[config.mk]
export PLATFORM = sky130hd
export DESIGN_NAME = pau_ram
export DESIGN_NICKNAME = d
export VERILOG_FILES = /design/src/design/pau_ram.sv
export SDC_FILE = /design/constraint.sdc
export NUM_CORES = 1
export LEC_CHECK = 0
export BUFFER_PORTS_ARGS = -buffer_cell sky130_fd_sc_hd__clkbuf_2
export CAP_MARGIN = 20
export CORE_ASPECT_RATIO = 0.7
export CORE_UTILIZATION = 43
export CTS_BUF_LIST = sky130_fd_sc_hd__clkbuf_16
export CTS_CLUSTER_SIZE = 12
export DETAILED_ROUTE_END_ITERATION = 6
export PLACE_DENSITY = 0.64
export SLEW_MARGIN = 25
export SYNTH_ARGS = -nofsm -noshare
export SYNTH_HDL_FRONTEND = slang
export SYNTH_SLANG_ARGS = --single-unit
[constraint.sdc]
create_clock -name clk_i -period 4.7 [get_ports clk_i]
set_clock_uncertainty 0.1 [all_clocks]
set_input_delay 0.47 -clock clk_i [delete_from_list [all_inputs] [get_ports clk_i]]
set_output_delay 0.47 -clock clk_i [all_outputs]
set_load 0.02 [all_outputs]
[src/design/pau_ram.sv]
// ----------------------------------------------------------------------------
// pau_ram
// single write port, single read port ram with registered read data
// ----------------------------------------------------------------------------
module pau_ram #(
  parameter int unsigned DW = 32,
  parameter int unsigned AW = 5
) (
  input  logic          clk_i,
  input  logic          we_i,
  input  logic [AW-1:0] waddr_i,
  input  logic [DW-1:0] wdata_i,
  input  logic [AW-1:0] raddr_i,
  output logic [DW-1:0] rdata_o
);

  logic [DW-1:0] mem [2**AW];

  always_ff @(posedge clk_i) begin
    if (we_i) begin
      mem[waddr_i] <= wdata_i;
    end
    rdata_o <= mem[raddr_i];
  end

endmodule

==> results of run 1 <==
==> final cells by class <==
cell class,instances,area (um2),area share [%]
Multi-Input combinational cell,1077,8610,18.81
Sequential cell,1056,31390,68.57
Tap cell,1235,1545,3.376
Timing Repair Buffer,148,1396,3.050
Clock inverter,75,331.6,0.7243
Clock buffer,100,2502,5.467
==> state kept, by name (all words and copies together), names as in the netlist <==
register,count
mem,1024
rdata_o,32
==> power by group through the flow <==
stage / clock network [mW] / registers, mW / logic, mW
CTS: 7.26 / 10.5 / 1.11
detailed placement: 0 / 10.7 / 1.10
global placement: 0 / 10.7 / 1.08
finish: 7.17 / 10.5 / 1.12
global route: 7.59 / 10.5 / 1.18
floorplan: 0 / 10.7 / 0.541
==> layer usage <==
layer | vias to the layer above | track usage (%)
li1 | 9229 | -
met1 | 10960 | 32.57
met2 | 1034 | 29.41
met3 | 133 | 7.706
met4 | 0 | 5.337
met5 | - | 0
==> path summary, 6_finish.rpt <==
check | startpoint | cells past startpoint | end | slack [ns]
setup / recovery | raddr_i[2] | 6 | rdata_o[7] | 2.17
hold reg to reg | mem[16][21] | 4 | rdata_o[21] | 0.50
hold / removal | wdata_i[22] | 1 | mem[4][22] | 0.40
setup reg to reg | mem[1][7] | 5 | rdata_o[7] | 2.59
==> through the flow <==
step	cells	worst slack, ns
after floorplan	2260	1.696
after global placement	3498	1.566
after detailed placement	3514	1.600
after CTS	3689	2.312
after global routing	3691	2.151
final	3691	2.174
==> cells by family after synthesis <==
family / after synthesis / share of synthesized area (%)
flip-flops: 1056 / 77.53
buffers and inverters: 127 / 1.860
multiplexers: 512 / 12.66
AO/OA/AOI/OAI: 288 / 4.846
AND/OR/NAND/NOR: 277 / 3.100
==> critical path, delay by kind of cell <==
kind            cells  cell delay (ns)
simple gates        2             0.90
compound gates      2             0.89
buf+inv             2             0.54
==> cell usage in the layout, fill, tap and decap left out <==
cell type  Yosys  final
or3b_2         3      3
clkbuf_16      0    100
edfxtp_1    1024   1024
buf_8          0      1
or3_1          1      1
a31oi_1       32     32
a21oi_1       96     96
clkbuf_2       0     74
nor3_1        32     32
nand2_1       98     97
clkinv_8       0      1
nand3b_1       5      5
nand3_1       98     98
dfxtp_1       32     32
inv_16         0      2
a22o_1        64     64
mux2i_1      512    512
nand2_2        0      1
buf_4         33     45
buf_16         0     15
inv_6          0      1
inv_1          0     67
nand2b_2       0      2
nor2b_4        0      1
nor2_4         0     33
a22oi_1       96     96
buf_12         0     13
clkinv_1       0      4
and2b_4        0      1
or2_2          1      1
nor2_1        34      1
and2_4         0      1
==> flow_metrics.py, run 1 <==
metrics = {
    "pwr": {
        "vdd_drop_max_mv": 0.3287,
        "seqPwrFrac_pct": 56.0,
        "power_switching_mw": 4.186,
        "clock_power_share_pct": 38.1,
        "switching_share_pct": 22.26,
        "power_mw": 18.81,
        "p_leak_nw": 16.03,
        "pwr-share-comb_pct": 5.9,
        "power.density_nw_per_um2": 410.9,
        "internal_power_mw": 14.62,
    },
    "cts": {
        "cts_tree": "done",
        "clockBufferDepth": 3,
        "htreeDepth": 3,
        "cts_resized": 0,
        "cts_buffers": 99,
        "post_cts_buffers": 0,
        "clock_latency_ns": 0.69,
        "clk_pin_slew_ns": 0.06,
        "cts-root-buf": "clkbuf_16",
        "cts.sinks": 1056,
        "cts_hold_buf": 0,
    },
    "layout": {
        "fillCellCount": 7559,
        "area_growth_pct": 13.07,
        "drive_gt1_share_pct": 12.01,
        "fin_area_um2": 45780,
        "fin_util_pct": 49.42,
        "layout.nets": 2426,
        "antenna_cells": 0,
    },
    "worst_setup_path": {
        "critPathSlowestCell": "a31oi_1",
        "cpPeakStageDelay_ns": 0.74,
        "cp.required_ns": 5.07,
        "crit_type": "primary input to flip-flop",
        "path_cells": "clkbuf_2 > and2b_4 > buf_12 > a22oi_1 > a31oi_1 > nand3_1",
        "start_kind": "primary input",
        "endpoint_kind": "flip-flop",
        "critPathArrivalTime_ns": 2.90,
        "cp_max_fo": 56,
    },
    "sta": {
        "fin_setup_tns_ns": 0,
        "min_period_ns": 2.526,
        "timing.slew.headroom_pct": 29.69,
        "hold_viol": 0,
        "holdWs_ns": 0.4000,
        "finalCritPeriodShare_pct": 53.75,
        "worst_pin_slew_ns": 1.055,
        "max_freq_mhz": 395.8,
        "slew_viol_final": 0,
        "finalSetupViolCount": 0,
        "rsz0062_at_grt": "false",
    },
    "detailed_routing": {
        "drt-wirelength-per-cell_um": 27.93,
        "wl_met2_um": 42310,
        "dr.max_layer_used": "met4",
        "first_pass_iters": 5,
        "met1_length_um": 46050,
        "drt-initial-drc-count": 2451,
        "via_per_inst": 5.785,
        "routed_wirelength_um": 103100,
        "drc": 0,
        "ant_nets": 0,
        "vias": 21350,
        "met3RoutedLength_um": 12660,
    },
    "synth": {
        "synth_edf_count": 1024,
        "synth_area_per_cell_um2": 17.91,
        "netlist.area_leader.share_pct": 75.95,
        "synthTopCellsByArea": "edfxtp_1 (76%), mux2i_1 (13%), a22oi_1 (1.8%)",
        "synthesis.area_um2": 40490,
        "post-synth-top-count-cell": "edfxtp_1",
        "yosysTopAreaCell": "edfxtp_1",
        "synthCells": 2260,
        "ys_async_sr_fraction_pct": 0,
        "ys_seq_elements": 1056,
        "ys_warn_count": 0,
        "synth_top_cells_by_count": "edfxtp_1 (1024), mux2i_1 (512), nand2_1 (98), nand3_1 (98)",
        "synth_fp_nets": 2304,
        "ys_seq_area_share_pct": 77.54,
        "synth_cell_types": 25,
        "synth_flop_cell": "edfxtp_1",
    },
    "status": {
        "status": "completed",
    },
    "place": {
        "routabilityCongestion": 0.8188,
        "io_buffers": 75,
        "dp_hpwl_um": 63260,
        "place_area_um2": 42890,
    },
    "global_routing": {
        "grt_max_degree": 95,
        "overflow": 0,
        "antenna_found_initial": 5,
        "grt_pass1_wl_um": 148000,
        "grt_pass1_vias": 21030,
        "grt_usage_pct": 21.58,
    },
    "floorplanning": {
        "core-area_um2": 92620,
        "die_x_um": 368.7,
        "die_y_um": 258.7,
        "die_area_um2": 95400,
        "start_util_pct": 43.71,
        "io_pins": 76,
        "num_rows": 93,
    },
    "min_path": {
        "hold_class": "primary input to flip-flop",
    },
    "run": {
        "maxCapViolCount": 0,
    },
}
(Power assumes the default switching activity.)
==> inputs of run 2 (changes only) <==
--- a/config.mk
+++ b/config.mk
@@ -5,6 +5,7 @@
 export SDC_FILE = /design/constraint.sdc
 export NUM_CORES = 1
 export LEC_CHECK = 0
+export ABC_AREA = 1
 export BUFFER_PORTS_ARGS = -buffer_cell sky130_fd_sc_hd__clkbuf_2
 export CAP_MARGIN = 20
 export CORE_ASPECT_RATIO = 0.7
@@ -12,7 +13,7 @@
 export CTS_BUF_LIST = sky130_fd_sc_hd__clkbuf_16
 export CTS_CLUSTER_SIZE = 12
 export DETAILED_ROUTE_END_ITERATION = 6
-export PLACE_DENSITY = 0.64
+export PLACE_DENSITY = 0.66
 export SLEW_MARGIN = 25
 export SYNTH_ARGS = -nofsm -noshare
 export SYNTH_HDL_FRONTEND = slang
==> constraint.sdc (replaced) <==
create_clock -name clk_i -period 2.3 [get_ports clk_i]
set_clock_uncertainty 0.1 [all_clocks]
set_input_delay 0.23 -clock clk_i [delete_from_list [all_inputs] [get_ports clk_i]]
set_output_delay 0.23 -clock clk_i [all_outputs]
set_load 0.02 [all_outputs]
==> run 2 against run 1 <==
Total power is 110% higher. Setup slack worse by 1.6 ns. Core utilization fell by 0.091 points. Largest cell class unchanged. Combinational power rose by 130%. Via count is 29% higher. Synthesized area up 4.7%. Register-to-register slack got worse by 1.6 ns. Sequential cell count stayed put. Non-clock buffer count up 54. Critical path depth down 5. Die area increased by 4.7%. First-iteration DRC count is 35% higher. Critical path type is now flip-flop to primary output.
==> flow_metrics.py, run 2 <==
metrics = {
    "detailed_routing": {
        "vias": 27440,
        "drt-wirelength-per-cell_um": 23.27,
        "routed_wirelength_um": 116500,
        "drc": 0,
        "via_per_inst": 5.479,
        "drt-initial-drc-count": 3317,
        "ant_nets": 0,
        "first_pass_iters": 5,
    },
    "synth": {
        "synthCells": 3536,
        "synth_flop_cell": "edfxtp_1",
        "ys_seq_elements": 1056,
        "yosysTopAreaCell": "edfxtp_1",
        "netlist.area_leader.share_pct": 72.51,
        "synth_area_per_cell_um2": 11.99,
        "synthesis.area_um2": 42410,
        "ys_warn_count": 0,
        "synth_edf_count": 1024,
        "synth_top_cells_by_count": "nand2_1 (1440), edfxtp_1 (1024), nand3_1 (780)",
        "synth_cell_types": 14,
        "post-synth-top-count-cell": "nand2_1",
        "synth_fp_nets": 3580,
        "ys_seq_area_share_pct": 74.02,
        "ys_async_sr_fraction_pct": 0,
        "synthTopCellsByArea": "edfxtp_1 (73%), nand2_1 (13%), nand3_1 (9.2%)",
    },
    "worst_setup_path": {
        "ff2ff_path_depth": 8,
        "cp.required_ns": 1.97,
        "cp.buffers_inverters": 1,
        "critPathSlowestCell": "dfxtp_1",
        "critPathArrivalTime_ns": 1.41,
        "crit_family": "flip-flops",
        "endpoint_kind": "primary output",
        "cpPeakStageDelay_ns": 0.47,
        "start_kind": "flip-flop",
        "path_cells": "clkbuf_2",
        "cp_max_fo": 1,
        "crit_type": "flip-flop to primary output",
        "cp.depth": 1,
    },
    "sta": {
        "timing.slew.headroom_pct": 54.39,
        "rsz0062_at_grt": "false",
        "setup_slack_ns": 0.5591,
        "holdWs_ns": 0.06003,
        "slew_viol_final": 0,
        "hold_viol": 0,
        "finalSetupViolCount": 0,
        "finalCritPeriodShare_pct": 75.69,
        "worst_pin_slew_ns": 0.6842,
        "min_period_ns": 1.741,
        "max_freq_mhz": 574.4,
    },
    "floorplanning": {
        "num_rows": 95,
        "die_y_um": 264.7,
        "io_pins": 76,
        "start_util_pct": 43.77,
        "die_area_um2": 99900,
        "core-area_um2": 96870,
        "die_x_um": 377.3,
    },
    "global_routing": {
        "grt_usage_pct": 23.36,
        "grt_pass1_vias": 25590,
        "grt_max_degree": 106,
        "overflow": 0,
        "antenna_found_initial": 7,
        "grt_pass1_wl_um": 171000,
    },
    "place": {
        "io_buffers": 75,
        "dp_hpwl_um": 61130,
        "routabilityCongestion": 0.7785,
        "placed_cells": 4828,
        "place_ws_ns": 0.3623,
    },
    "pwr": {
        "power.density_nw_per_um2": 816.5,
        "vdd_drop_max_mv": 0.8152,
        "p_leak_nw": 17.65,
    },
    "min_path": {
        "whs_path_depth": 1,
        "hold_class": "primary input to flip-flop",
    },
    "cts": {
        "clk_pin_slew_ns": 0.06,
        "clockBufferDepth": 3,
        "cts-root-buf": "clkbuf_16",
        "cts_tree": "done",
        "clock_latency_ns": 0.69,
        "cts.sinks": 1056,
        "post_cts_buffers": 0,
        "htreeDepth": 3,
        "cts_buffers": 100,
    },
    "layout": {
        "layout.nets": 3666,
        "finalNonFillerCells": 5009,
        "top_regs": "mem (1024), rdata_o (32)",
        "drive_gt1_share_pct": 9.354,
        "largest_reg_flops": 1024,
        "final_cell_mix": "nand2_1 (1440), edfxtp_1 (1024), nand3_1 (780), clkbuf_16 (100), inv_1 (72)",
        "top_register": "mem",
        "area_growth_pct": 12.69,
        "final_common_cell": "nand2_1",
    },
    "run": {
        "maxCapViolCount": 0,
    },
    "status": {
        "status": "completed",
    },
}
-- run 2: cells by family (layout without fill, tap and decap cells) --
| logic type | count (synthesis) | in the layout | share of synthesized area, % |
|---|---|---|---|
| DFF | 1056 | 1056 | 74.02 |
| other | 0 | 1 | 0 |
| buffers and inverters | 228 | 391 | 3.741 |
| and+or+nand+nor | 2252 | 2252 | 22.24 |
-- run 2: metrics by stage --
stage / utilization (%) / power (mW) / TNS [ns] / instance area, um2
CTS: 49.33 / 39.23 / 0 / 47780
global route: 49.33 / 40.20 / 0 / 47790
detailed placement: 46.33 / 24.46 / 0 / 44880
floorplan: - / 23.42 / -90.70 / 42410
global placement: 46.33 / 24.43 / 0 / 44880
finish: 49.33 / 39.02 / 0 / 47790
-- run 2: path summary, 6_finish.rpt --
path	startpoint	to	slack, ns
hold reg to reg	mem[2][1]	rdata_o[1]	0.64
setup / recovery	rdata_o[11]	rdata_o[11]	0.56
hold / removal	wdata_i[20]	mem[5][20]	0.06
setup reg to reg	mem[15][22]	rdata_o[22]	1.03
-- run 2: area by class of cell --
class | count | area, um2
multi-input cells | 2252 | 9669
fillers | 8342 | 49090
diodes | 1 | 2.502
well taps | 1309 | 1638
flip-flops and latches | 1056 | 31390
clock inverters | 79 | 394.1
inverters | 10 | 67.56
clock buffers | 100 | 2502
repair buffers | 202 | 2123
-- run 2: metal layers --
layer / track usage [%] / part of all wire, %
met1: 35.14 / 44
met2: 34.75 / 44
met3: 4.607 / 9.7
met4: 5.779 / 2.2
met5: 0 / 0.036
-- run 2: power breakdown --
part,switching [mW],internal [mW],leakage (nW)
Clock,6.91,8.05,1.66
Combinational,1.87,0.699,6.49
Sequential,0.110,21.4,9.49
-- run 2: what timing repair did --
action / in CTS / in global routing
endpoints found under the hold margin: 20 / 0
hold buffers: 1 / 0
gates resized for setup: 0 / 0
