<file path="src/design/pau_pkg.sv">
// ----------------------------------------------------------------------------
// pau_pkg
// shared constants, request codes, controller states and result record
// ----------------------------------------------------------------------------
package pau_pkg;

  localparam int unsigned Depth  = 32;
  localparam int unsigned AddrW  = $clog2(Depth);
  localparam int unsigned CoefW  = 32;

  typedef enum logic [2:0] {
    REQ_CLEAR = 3'd0,
    REQ_LOAD_A = 3'd1,
    REQ_LOAD_B = 3'd2,
    REQ_ADD = 3'd3,
    REQ_SUB = 3'd4,
    REQ_MUL = 3'd5,
    REQ_EVAL = 3'd6,
    REQ_READ = 3'd7
  } req_e;

  typedef enum logic [3:0] {
    ST_IDLE,
    ST_LD_RD,
    ST_LD_WR,
    ST_AS_RD,
    ST_AS_WR,
    ST_MU_RD,
    ST_MU_MUL,
    ST_MU_WR,
    ST_EV_RD,
    ST_EV_MUL,
    ST_EV_ACC,
    ST_RD_RD,
    ST_RD_EMIT,
    ST_ACK
  } state_e;

  typedef struct packed {
    logic [31:0] coef;
    logic [4:0]  exp;
    logic        present;
    logic [31:0] value;
    logic        status;
    logic        last;
  } pau_res_t;

endpackage

</file>
<file path="src/design/pau_out_reg.sv">
// ----------------------------------------------------------------------------
// pau_out_reg
// result register between the controller and the output channel
// ----------------------------------------------------------------------------
module pau_out_reg (
  input  logic              clk_i,
  input  logic              rst_ni,
  input  logic              push_i,
  input  pau_pkg::pau_res_t res_i,
  output logic              free_o,
  output logic              out_valid_o,
  input  logic              out_ready_i,
  output logic signed [31:0] out_coef_o,
  output logic [4:0]        out_exp_o,
  output logic              term_present_o,
  output logic signed [31:0] eval_value_o,
  output logic              status_o,
  output logic              last_o
);
  import pau_pkg::*;

  logic     valid_q;
  pau_res_t res_q;

  assign free_o = !valid_q || out_ready_i;

  always_ff @(posedge clk_i or negedge rst_ni) begin
    if (!rst_ni) begin
      valid_q <= 1'b0;
    end else if (free_o) begin
      valid_q <= push_i;
    end
  end

  always_ff @(posedge clk_i) begin
    if (free_o && push_i) begin
      res_q <= res_i;
    end
  end

  assign out_valid_o    = valid_q;
  assign out_coef_o     = res_q.coef;
  assign out_exp_o      = res_q.exp;
  assign term_present_o = res_q.present;
  assign eval_value_o   = res_q.value;
  assign status_o       = res_q.status;
  assign last_o         = res_q.last;

endmodule

</file>
<file path="config.mk">
export PLATFORM = sky130hd
export DESIGN_NAME = pau_out_reg
export DESIGN_NICKNAME = d
export VERILOG_FILES = /design/src/design/pau_pkg.sv /design/src/design/pau_out_reg.sv
export SDC_FILE = /design/constraint.sdc
export NUM_CORES = 1
export LEC_CHECK = 0
export BUFFER_PORTS_ARGS = -buffer_cell sky130_fd_sc_hd__buf_2
export CAP_MARGIN = 40
export CORE_MARGIN = 4
export CORE_UTILIZATION = 30
export CTS_CLUSTER_SIZE = 30
export DETAILED_ROUTE_END_ITERATION = 12
export PLACE_DENSITY = 0.71
export SLEW_MARGIN = 20
export SYNTH_ARGS = -nofsm -noshare
export SYNTH_HDL_FRONTEND = slang
export SYNTH_SLANG_ARGS = --single-unit
</file>
<file path="constraint.sdc">
create_clock -name clk_i -period 1.4 [get_ports clk_i]
set_clock_uncertainty 0.05 [all_clocks]
set_input_delay 0.21 -clock clk_i [delete_from_list [all_inputs] [get_ports clk_i]]
set_output_delay 0.21 -clock clk_i [all_outputs]
set_load 0.1 [all_outputs]
</file>
==> results.cfg, run 1 <==
[drt]
wirelength_um = 5749
routedWlPerCell_um = 14.02
viasPerCell = 3.966
dr.first_iter.drc_count = 25
drcViolationCount = 0
first_pass_iters = 4
route.vias.total = 1626
ant_nets = 0

[clock_network]
clockRootBuffer = clkbuf_8
postCtsSetupBuffers = 0
clk_latency_ns = 0.32
cts_tree = built
clockBufferDepth = 2
clock-sinks = 73
h-tree-depth = 3
path_clk_slew_ns = 0.07
cts_buffers = 9

[sta]
slew_headroom_pct = 66.81
hold_viol = 0
min_period_over_period_pct = 97.57
max_freq_mhz = 732.1
setup_tns_ns = 0
tightestPinTransition_ns = 0.5013
rsz0062_at_grt = true
setup_viol_count_final = 0
drv_slew = 0
fin_crit_ns = 1.366

[critical_path]
reg2reg_from = out_valid_o
crit_required_ns = 1.38
rrSetupSlack_ns = 0.03
arrival_ns = 1.34
worstSetupStartpointType = flip-flop
worst_r2r_endpoint = out_coef_o[20]
reg2regPathDepth = 3
endpoint = out_coef_o[20]
crit_type = flip-flop to flip-flop
startpoint = out_valid_o
critPathMaxFanout = 25
cp-end-kind = flip-flop

[logic_synthesis]
ys_types = 5
synth-xor-area-share_pct = 0
ys_ff_latch = 73
synth_area_um2 = 2216
yosys.area_share.simple_pct = 1.299
synth_compound_gate_area_share_pct = 0
muxShareOfSynthArea_pct = 0
yosysTopAreaCellShare_pct = 97.57
syn-num-nets = 152
synthCells = 76
ys_seq_area_share_pct = 98.70
synth_adder_area_share_pct = 0
avgSynthCellArea_um2 = 29.16
synth_top_family_by_area = simple AND/OR/NAND/NOR gates
yosys_warnings = 0
netlist_top_cells_area = edfxtp_1 (98%), dfrtp_1 (1.1%), nand2b_4 (0.62%), and2_4 (0.40%), nand2b_1 (0.28%)
yosys.area.top_type = edfxtp_1

[layout]
drive_gt1_share_pct = 54.98
fin_cells = 410
fillers = 598
layout_commonest_cell = buf_2
antenna_cells = 0
fin_nets = 384
final_cell_mix = buf_2 (142), edfxtp_1 (72), dlygate4sd3_1 (66), clkbuf_8 (9), clkbuf_4 (5)
fin_util_pct = 55.62
area_growth_pct = 81.08

[global_route]
antenna_found_initial = 2
grt_pass1_vias = 1753
grt_max_degree = 26
grt_usage_pct = 13.17
grt.overflow.total = 0
grt_first_pass_wirelength_um = 8604

[floorplanning]
fp.dieW_um = 93.95
die_y_um = 93.95
rows = 31
die-area_um2 = 8826
coreArea_um2 = 7214
io_pins = 150
start_util_pct = 30.71

[power_and_ir_drop]
leakage_nw = 1.705
vdd_drop_max_mv = 0.7032
pwr_density_cell_nw_per_um2 = 1290

[placement]
place_inst = 330
gp_congestion = 0.6776
portBuffers = 149
hpwl_um = 3846

[status]
outcome = completed

[run]
max-cap-violations = 0

[worst_hold_path]
holdPathStages = 1
hp-class = primary input to flip-flop
==> how the worst min path moves through the flow <==
stage / startpoint / end
after CTS: res_i[71] / out_coef_o[31]
after floorplan: rst_ni / out_valid_o
after detailed placement: rst_ni / out_valid_o
after global routing: res_i[60] / out_coef_o[20]
final: res_i[36] / out_exp_o[1]
after global placement: rst_ni / out_valid_o
==> cell type report <==
| cell class | instances | area, um2 | area share (%) |
|---|---|---|---|
| clock buffers | 10 | 127.6 | 3.181 |
| clock inverters | 4 | 22.52 | 0.5613 |
| multi-input cells | 3 | 28.78 | 0.7172 |
| flip-flops and latches | 73 | 2191 | 54.60 |
| well taps | 99 | 123.9 | 3.087 |
| repair buffers | 221 | 1519 | 37.85 |
==> flip-flops by register name, indices dropped and copies added (netlist names) <==
signal	flops
eval_value_o	32
out_coef_o	32
out_exp_o	5
last_o	1
out_valid_o	1
status_o	1
term_present_o	1
==> where the power goes <==
part / switching [mW] / leakage (nW) / internal [mW]
logic: 0.995 / 0.931 / 0.312
clock network: 0.677 / 0.0778 / 0.614
registers: 0.0304 / 0.696 / 2.55
total: 1.70 / 1.70 / 3.47
==> synthesized netlist by cell type <==
| cell | instances |
|---|---|
| nand2b_1 | 1 |
| nand2b_4 | 1 |
| dfrtp_1 | 1 |
| edfxtp_1 | 72 |
| and2_4 | 1 |
==> worst max-delay path: stages, from the launching register on <==
cell and delay (ns):
dfrtp_4 0.50, nand2b_4 0.10, and2_4 0.21, buf_12 0.19
==> stage by stage <==
step / power [mW] / cell area [um2] / hold slack [ns] / worst slack, ns
after floorplan: 3.518 / 2220 / -0.1356 / -0.6378
after global placement: 3.778 / 3189 / -0.06428 / 0.04063
after detailed placement: 3.787 / 3189 / -0.06277 / 0.04182
after CTS: 5.211 / 3940 / 0.00001174 / 0.01735
after global routing: 5.403 / 4013 / 0.0007946 / -0.003096
final: 5.175 / 4013 / 0.01939 / 0.03409
==> kinds of logic (layout without fill, tap and decap cells) <==
kind of cell	count (synthesis)	count (layout)
buffers and inverters	0	235
DFF	73	73
and+or+nand+nor	3	3
==> timing repair <==
action	in CTS	in global routing
hold buffers	60	6
endpoints found under the hold margin	60	6
setup endpoints to repair	0	9
gates resized for setup	0	5
==> layer usage <==
metal / track usage [%] / up-vias / wire length, um
met5: 0 / - / 26
met4: 6.017 / 4 / 143
met3: 6.410 / 18 / 598
met2: 22.47 / 94 / 2957
met1: 13.54 / 745 / 2023
li1: - / 765 / -
(Power assumes the default switching activity.)
==> run 2, diff against run 1 <==
--- a/config.mk
+++ b/config.mk
@@ -11,7 +11,7 @@
 export CORE_UTILIZATION = 30
 export CTS_CLUSTER_SIZE = 30
 export DETAILED_ROUTE_END_ITERATION = 12
-export PLACE_DENSITY = 0.71
+export PLACE_DENSITY = 0.69
 export SLEW_MARGIN = 20
 export SYNTH_ARGS = -nofsm -noshare
 export SYNTH_HDL_FRONTEND = slang
==> constraint.sdc (replaced) <==
create_clock -name clk_i -period 1.7 [get_ports clk_i]
set_clock_uncertainty 0.05 [all_clocks]
set_input_delay 0.255 -clock clk_i [delete_from_list [all_inputs] [get_ports clk_i]]
set_output_delay 0.255 -clock clk_i [all_outputs]
set_load 0.1 [all_outputs]
==> results.cfg, run 2 (same netlist as run 1, synthesis figures left out) <==
[sta]
drv_slew = 0
tightestPinTransition_ns = 0.5074
max_freq_mhz = 614.0
setup_tns_ns = 0
hold_viol = 0
min_period_over_period_pct = 95.80
fin_crit_ns = 1.629
slew_headroom_pct = 66.40
rsz0062_at_grt = false
setup_viol_count_final = 0
whs_ns = 0.03833

[drt]
first_pass_iters = 4
wirelength_um = 4787
routedWlPerCell_um = 13.96
viasPerCell = 3.965
dr.first_iter.drc_count = 14
ant_nets = 0
route.vias.total = 1360
drcViolationCount = 0

[layout]
layout_commonest_cell = buf_2
antenna_cells = 0
drive_gt1_share_pct = 68.85
fin_util_pct = 46.77
area_growth_pct = 52.29
final_cell_mix = buf_2 (149), edfxtp_1 (72), clkbuf_8 (9), bufinv_16 (3)
fin_nets = 315
fillers = 664

[critical_path]
worst_r2r_endpoint = eval_value_o[30]
slowest_stage = dfrtp_4
path_cells = nand2b_4 > buf_2
reg2regPathDepth = 3
crit_type = flip-flop to primary output
worstSetupStartpointType = flip-flop
cp-end-kind = primary output
max_stage_delay_ns = 0.49
path_buf_inv = 1
path_delay_family = flip-flops
reg2reg_from = out_valid_o
rrSetupSlack_ns = 0.38
arrival_ns = 1.32
crit_required_ns = 1.39
critPathMaxFanout = 3

[floorplanning]
io_pins = 150
fp.dieW_um = 93.95
coreArea_um2 = 7214
die-area_um2 = 8826
rows = 31
start_util_pct = 30.71
die_y_um = 93.95

[global_route]
grt.overflow.total = 0
met3_usage_pct = 6.971
busiest_layer = met2
grt_usage_pct = 10.68
antenna_found_initial = 2
grt_first_pass_wirelength_um = 6913
grt_max_degree = 38
grt.met2_usage_pct = 16.62
grt_pass1_vias = 1429
gr-usage-met1_pct = 11.33

[worst_hold_path]
worstHoldEndpoint = eval_value_o[13]
hp-class = primary input to flip-flop
worstHoldStart = res_i[15]
holdPathStages = 1

[status]
outcome = completed

[power_and_ir_drop]
vdd_drop_max_mv = 0.5396
pwr_density_cell_nw_per_um2 = 1370
leakage_nw = 1.437
finalPower_mw = 4.622

[clock_network]
cts_buffers = 9
cts_resized = 0
postCtsSetupBuffers = 0
clockRootBuffer = clkbuf_8
clk_latency_ns = 0.33
path_clk_slew_ns = 0.08
h-tree-depth = 3
clock-sinks = 73
cts_tree = built
ctsHoldBuffers = 1
clockBufferDepth = 2

[placement]
portBuffers = 149
gp_congestion = 0.6875

[run]
max-cap-violations = 0
## run 2: metal layers
metal	wire length, um	share of wire [%]	vias up
met1	1730	36	625
met5	27	0.56	-
met3	674	14	11
met2	2309	48	89
met4	44	0.92	4
li1	-	-	631
## run 2: worst max-delay path by stage
| stage | from | end | slack, ns | depth (start not counted) |
|---|---|---|---|---|
| floorplan | out_valid_o | eval_value_o[0] | -0.34 | 2 |
| global placement | out_valid_o | out_coef_o[21] | 0.41 | 3 |
| detailed placement | out_valid_o | out_coef_o[21] | 0.39 | 3 |
| CTS | out_valid_o | free_o | 0.04 | 2 |
| global route | out_valid_o | free_o | 0.02 | 2 |
| finish | out_valid_o | free_o | 0.07 | 2 |
## run 2: worst reg2reg max path, stage by stage (launching register included)
cell and delay [ns]:
dfrtp_4 0.49, nand2b_4 0.08, and2_4 0.17, buf_12 0.21
## run 2: where the power goes
| group | internal (mW) | total (mW) | switching [mW] | leakage, nW |
|---|---|---|---|---|
| Clock | 0.976 | 1.57 | 0.596 | 0.118 |
| Combinational | 0.138 | 0.932 | 0.793 | 0.623 |
| Sequential | 2.10 | 2.12 | 0.0221 | 0.696 |
| Total | 3.21 | 4.62 | 1.41 | 1.44 |
## run 2: layout make-up
class	count	area (um2)	share of cell area, %
Clock inverter	5	103.9	3.078
Tap cell	99	123.9	3.671
Multi-Input combinational cell	3	28.78	0.8528
Timing Repair Buffer	152	795.8	23.58
Clock buffer	11	131.4	3.893
Sequential cell	73	2191	64.92
## run 2: stage by stage
| step | setup slack (ns) | cells | area (um2) |
|---|---|---|---|
| 4_1_cts | 0.04189 | 343 | 3374 |
| 3_5_place_dp | 0.3859 | 326 | 3129 |
| 3_3_place_gp | 0.4053 | 326 | 3129 |
| 5_1_grt | 0.01969 | 343 | 3374 |
| 2_1_floorplan | -0.3378 | 76 | 2220 |
| 6_report | 0.07143 | 343 | 3374 |
==> run 3, diff against run 2 <==
--- a/config.mk
+++ b/config.mk
@@ -5,6 +5,7 @@
 export SDC_FILE = /design/constraint.sdc
 export NUM_CORES = 1
 export LEC_CHECK = 0
+export ABC_AREA = 1
 export BUFFER_PORTS_ARGS = -buffer_cell sky130_fd_sc_hd__buf_2
 export CAP_MARGIN = 40
 export CORE_MARGIN = 4
==> results.cfg, run 3 <==
[layout]
seq_area_um2 = 2191
layout_commonest_cell = buf_2
fin_nets = 316
area_growth_pct = 51.08
fin_cells = 344
fin_util_pct = 46.22
fillers = 678
multi_input_area_um2 = 23.77
drive_gt1_share_pct = 68.16
final_cell_mix = buf_2 (148), edfxtp_1 (72), clkbuf_8 (9), clkinv_2 (3)
antenna_cells = 0

[global_route]
grt_max_degree = 73
grt_pass1_vias = 1472
grt_first_pass_wirelength_um = 7320
antenna_found_initial = 1
grt.overflow.total = 0
grt_usage_pct = 11.52

[logic_synthesis]
netlist_top_cells_area = edfxtp_1 (98%), dfrtp_1 (1.1%), inv_1 (0.34%), nand2_1 (0.34%), a21oi_1 (0.23%)
avgSynthCellArea_um2 = 28.30
ys_types = 5
synth_edf_count = 72
syn-num-nets = 154
yosys_warnings = 0
ys_seq_area_share_pct = 99.09
synth.most_common_cell = edfxtp_1
yosys.area.top_type = edfxtp_1
synthTopCellsByCount = edfxtp_1 (72), inv_1 (2), nand2_1 (2)
synthCells = 78
yosys_most_used_dff = edfxtp_1
synth_area_um2 = 2207
yosysTopAreaCellShare_pct = 97.96
ys_ff_latch = 73
ys_async_sr_fraction_pct = 1.370

[placement]
place_inst = 327
portBuffers = 149
gp_congestion = 0.6525

[run]
max-cap-violations = 0

[critical_path]
slowest_stage = dfrtp_4
max_stage_delay_ns = 0.50
crit_required_ns = 1.39
path_cells = nand2_1 > clkbuf_4
arrival_ns = 1.25
crit_type = flip-flop to primary output
cp-end-kind = primary output
path_delay_family = flip-flops
path_buf_inv = 1
worstSetupStartpointType = flip-flop
critPathMaxFanout = 3

[clock_network]
postCtsSetupBuffers = 0
clock-sinks = 73
clk_latency_ns = 0.33
clockRootBuffer = clkbuf_8
cts_tree = built
clockBufferDepth = 2
h-tree-depth = 3
cts_buffers = 9
path_clk_slew_ns = 0.08

[status]
outcome = completed

[sta]
slew_headroom_pct = 65.43
min_period_over_period_pct = 91.71
rsz0062_at_grt = false
max_freq_mhz = 641.4
hold_viol = 0
fin_crit_ns = 1.559
setup_viol_count_final = 0
tightestPinTransition_ns = 0.5222
drv_slew = 0

[drt]
dr.first_iter.drc_count = 39
wirelength_um = 5074
ant_nets = 0
routedWlPerCell_um = 14.75
drcViolationCount = 0
viasPerCell = 3.936
route.vias.total = 1354
first_pass_iters = 5

[floorplanning]
start_util_pct = 30.59
rows = 31
coreArea_um2 = 7214
io_pins = 150
fp.dieW_um = 93.78
die-area_um2 = 8794
die_y_um = 93.78

[power_and_ir_drop]
finalPower_mw = 4.479
pwr_density_cell_nw_per_um2 = 1343
leakage_nw = 1.421
vdd_drop_max_mv = 0.8143

[worst_hold_path]
hp-class = primary input to flip-flop
-- run 3: changes by cell type after synthesis --
| cell | previous run | this run |
|---|---|---|
| and2_4 | 1 | 0 |
| nand2_1 | 0 | 2 |
| a21oi_1 | 0 | 1 |
| nand2b_1 | 1 | 0 |
| inv_1 | 0 | 2 |
| nand2b_4 | 1 | 0 |
-- run 3: final timing paths --
| check | endpoint | depth (start not counted) | slack, ns | start |
|---|---|---|---|---|
| worst max-delay path | free_o | 2 | 0.14 | out_valid_o |
| worst min-delay path | out_exp_o[2] | 1 | 0.04 | res_i[37] |
| worst max register to register | out_coef_o[24] | 2 | 0.28 | out_valid_o |
| worst min register to register | out_valid_o | 2 | 0.55 | out_valid_o |
| max in group asynchronous | out_valid_o | 2 | 1.35 | rst_ni |
| min in group asynchronous | out_valid_o | 2 | 0.16 | rst_ni |
-- run 3: metrics by stage --
stage / cell area, um2 / hold slack, ns / setup TNS, ns / worst slack [ns]
2_1_floorplan: 2222 / -0.09057 / -48.48 / -0.6734
3_3_place_gp: 3112 / -0.01939 / 0 / 0.3266
3_5_place_dp: 3112 / -0.01898 / 0 / 0.2967
4_1_cts: 3332 / 0.01172 / 0 / 0.01758
5_1_grt: 3334 / 0.005117 / 0 / 0.05659
6_report: 3334 / 0.03666 / 0 / 0.1409
-- run 3: cell type report --
cell class | count | share of cell area [%]
Clock inverter | 6 | 2.477
Tap cell | 99 | 3.715
Timing Repair Buffer | 151 | 23.34
Inverter | 2 | 0.2251
Clock buffer | 10 | 3.827
Sequential cell | 73 | 65.70
Multi-Input combinational cell | 3 | 0.7129
-- run 3: cell families (layout without fill, tap and decap cells) --
group | Yosys count | count (layout) | share of synthesized area, %
flip-flops | 73 | 73 | 99.09
buffers and inverters | 2 | 169 | 0.3403
AND/OR/NAND/NOR | 2 | 2 | 0.3403
AO/OA/AOI/OAI | 1 | 1 | 0.2265
-- run 3: timing repair --
item	CTS	global route
hold endpoints to repair	1	0
hold buffers	1	0
resized for setup	0	1
endpoints found under the setup margin	0	1
-- run 3: per-layer routing --
layer,vias up,routed length [um],track usage [%]
li1,632,-,-
met1,619,1902,12.69
met2,88,2485,17.98
met3,13,577,5.769
met4,2,100,6.498
met5,-,8,0
-- run 3: where the power goes --
group / total [mW] / internal [mW] / leakage (nW) / switching, mW
registers: 2.12 / 2.10 / 0.696 / 0.0222
clock network: 1.43 / 0.819 / 0.106 / 0.614
logic: 0.927 / 0.131 / 0.619 / 0.797
total: 4.48 / 3.05 / 1.42 / 1.43
-- run 3: worst register-to-register path: stages (launching register included) --
cell and delay [ns]:
dfrtp_4 0.50, a21oi_4 0.15, buf_12 0.35
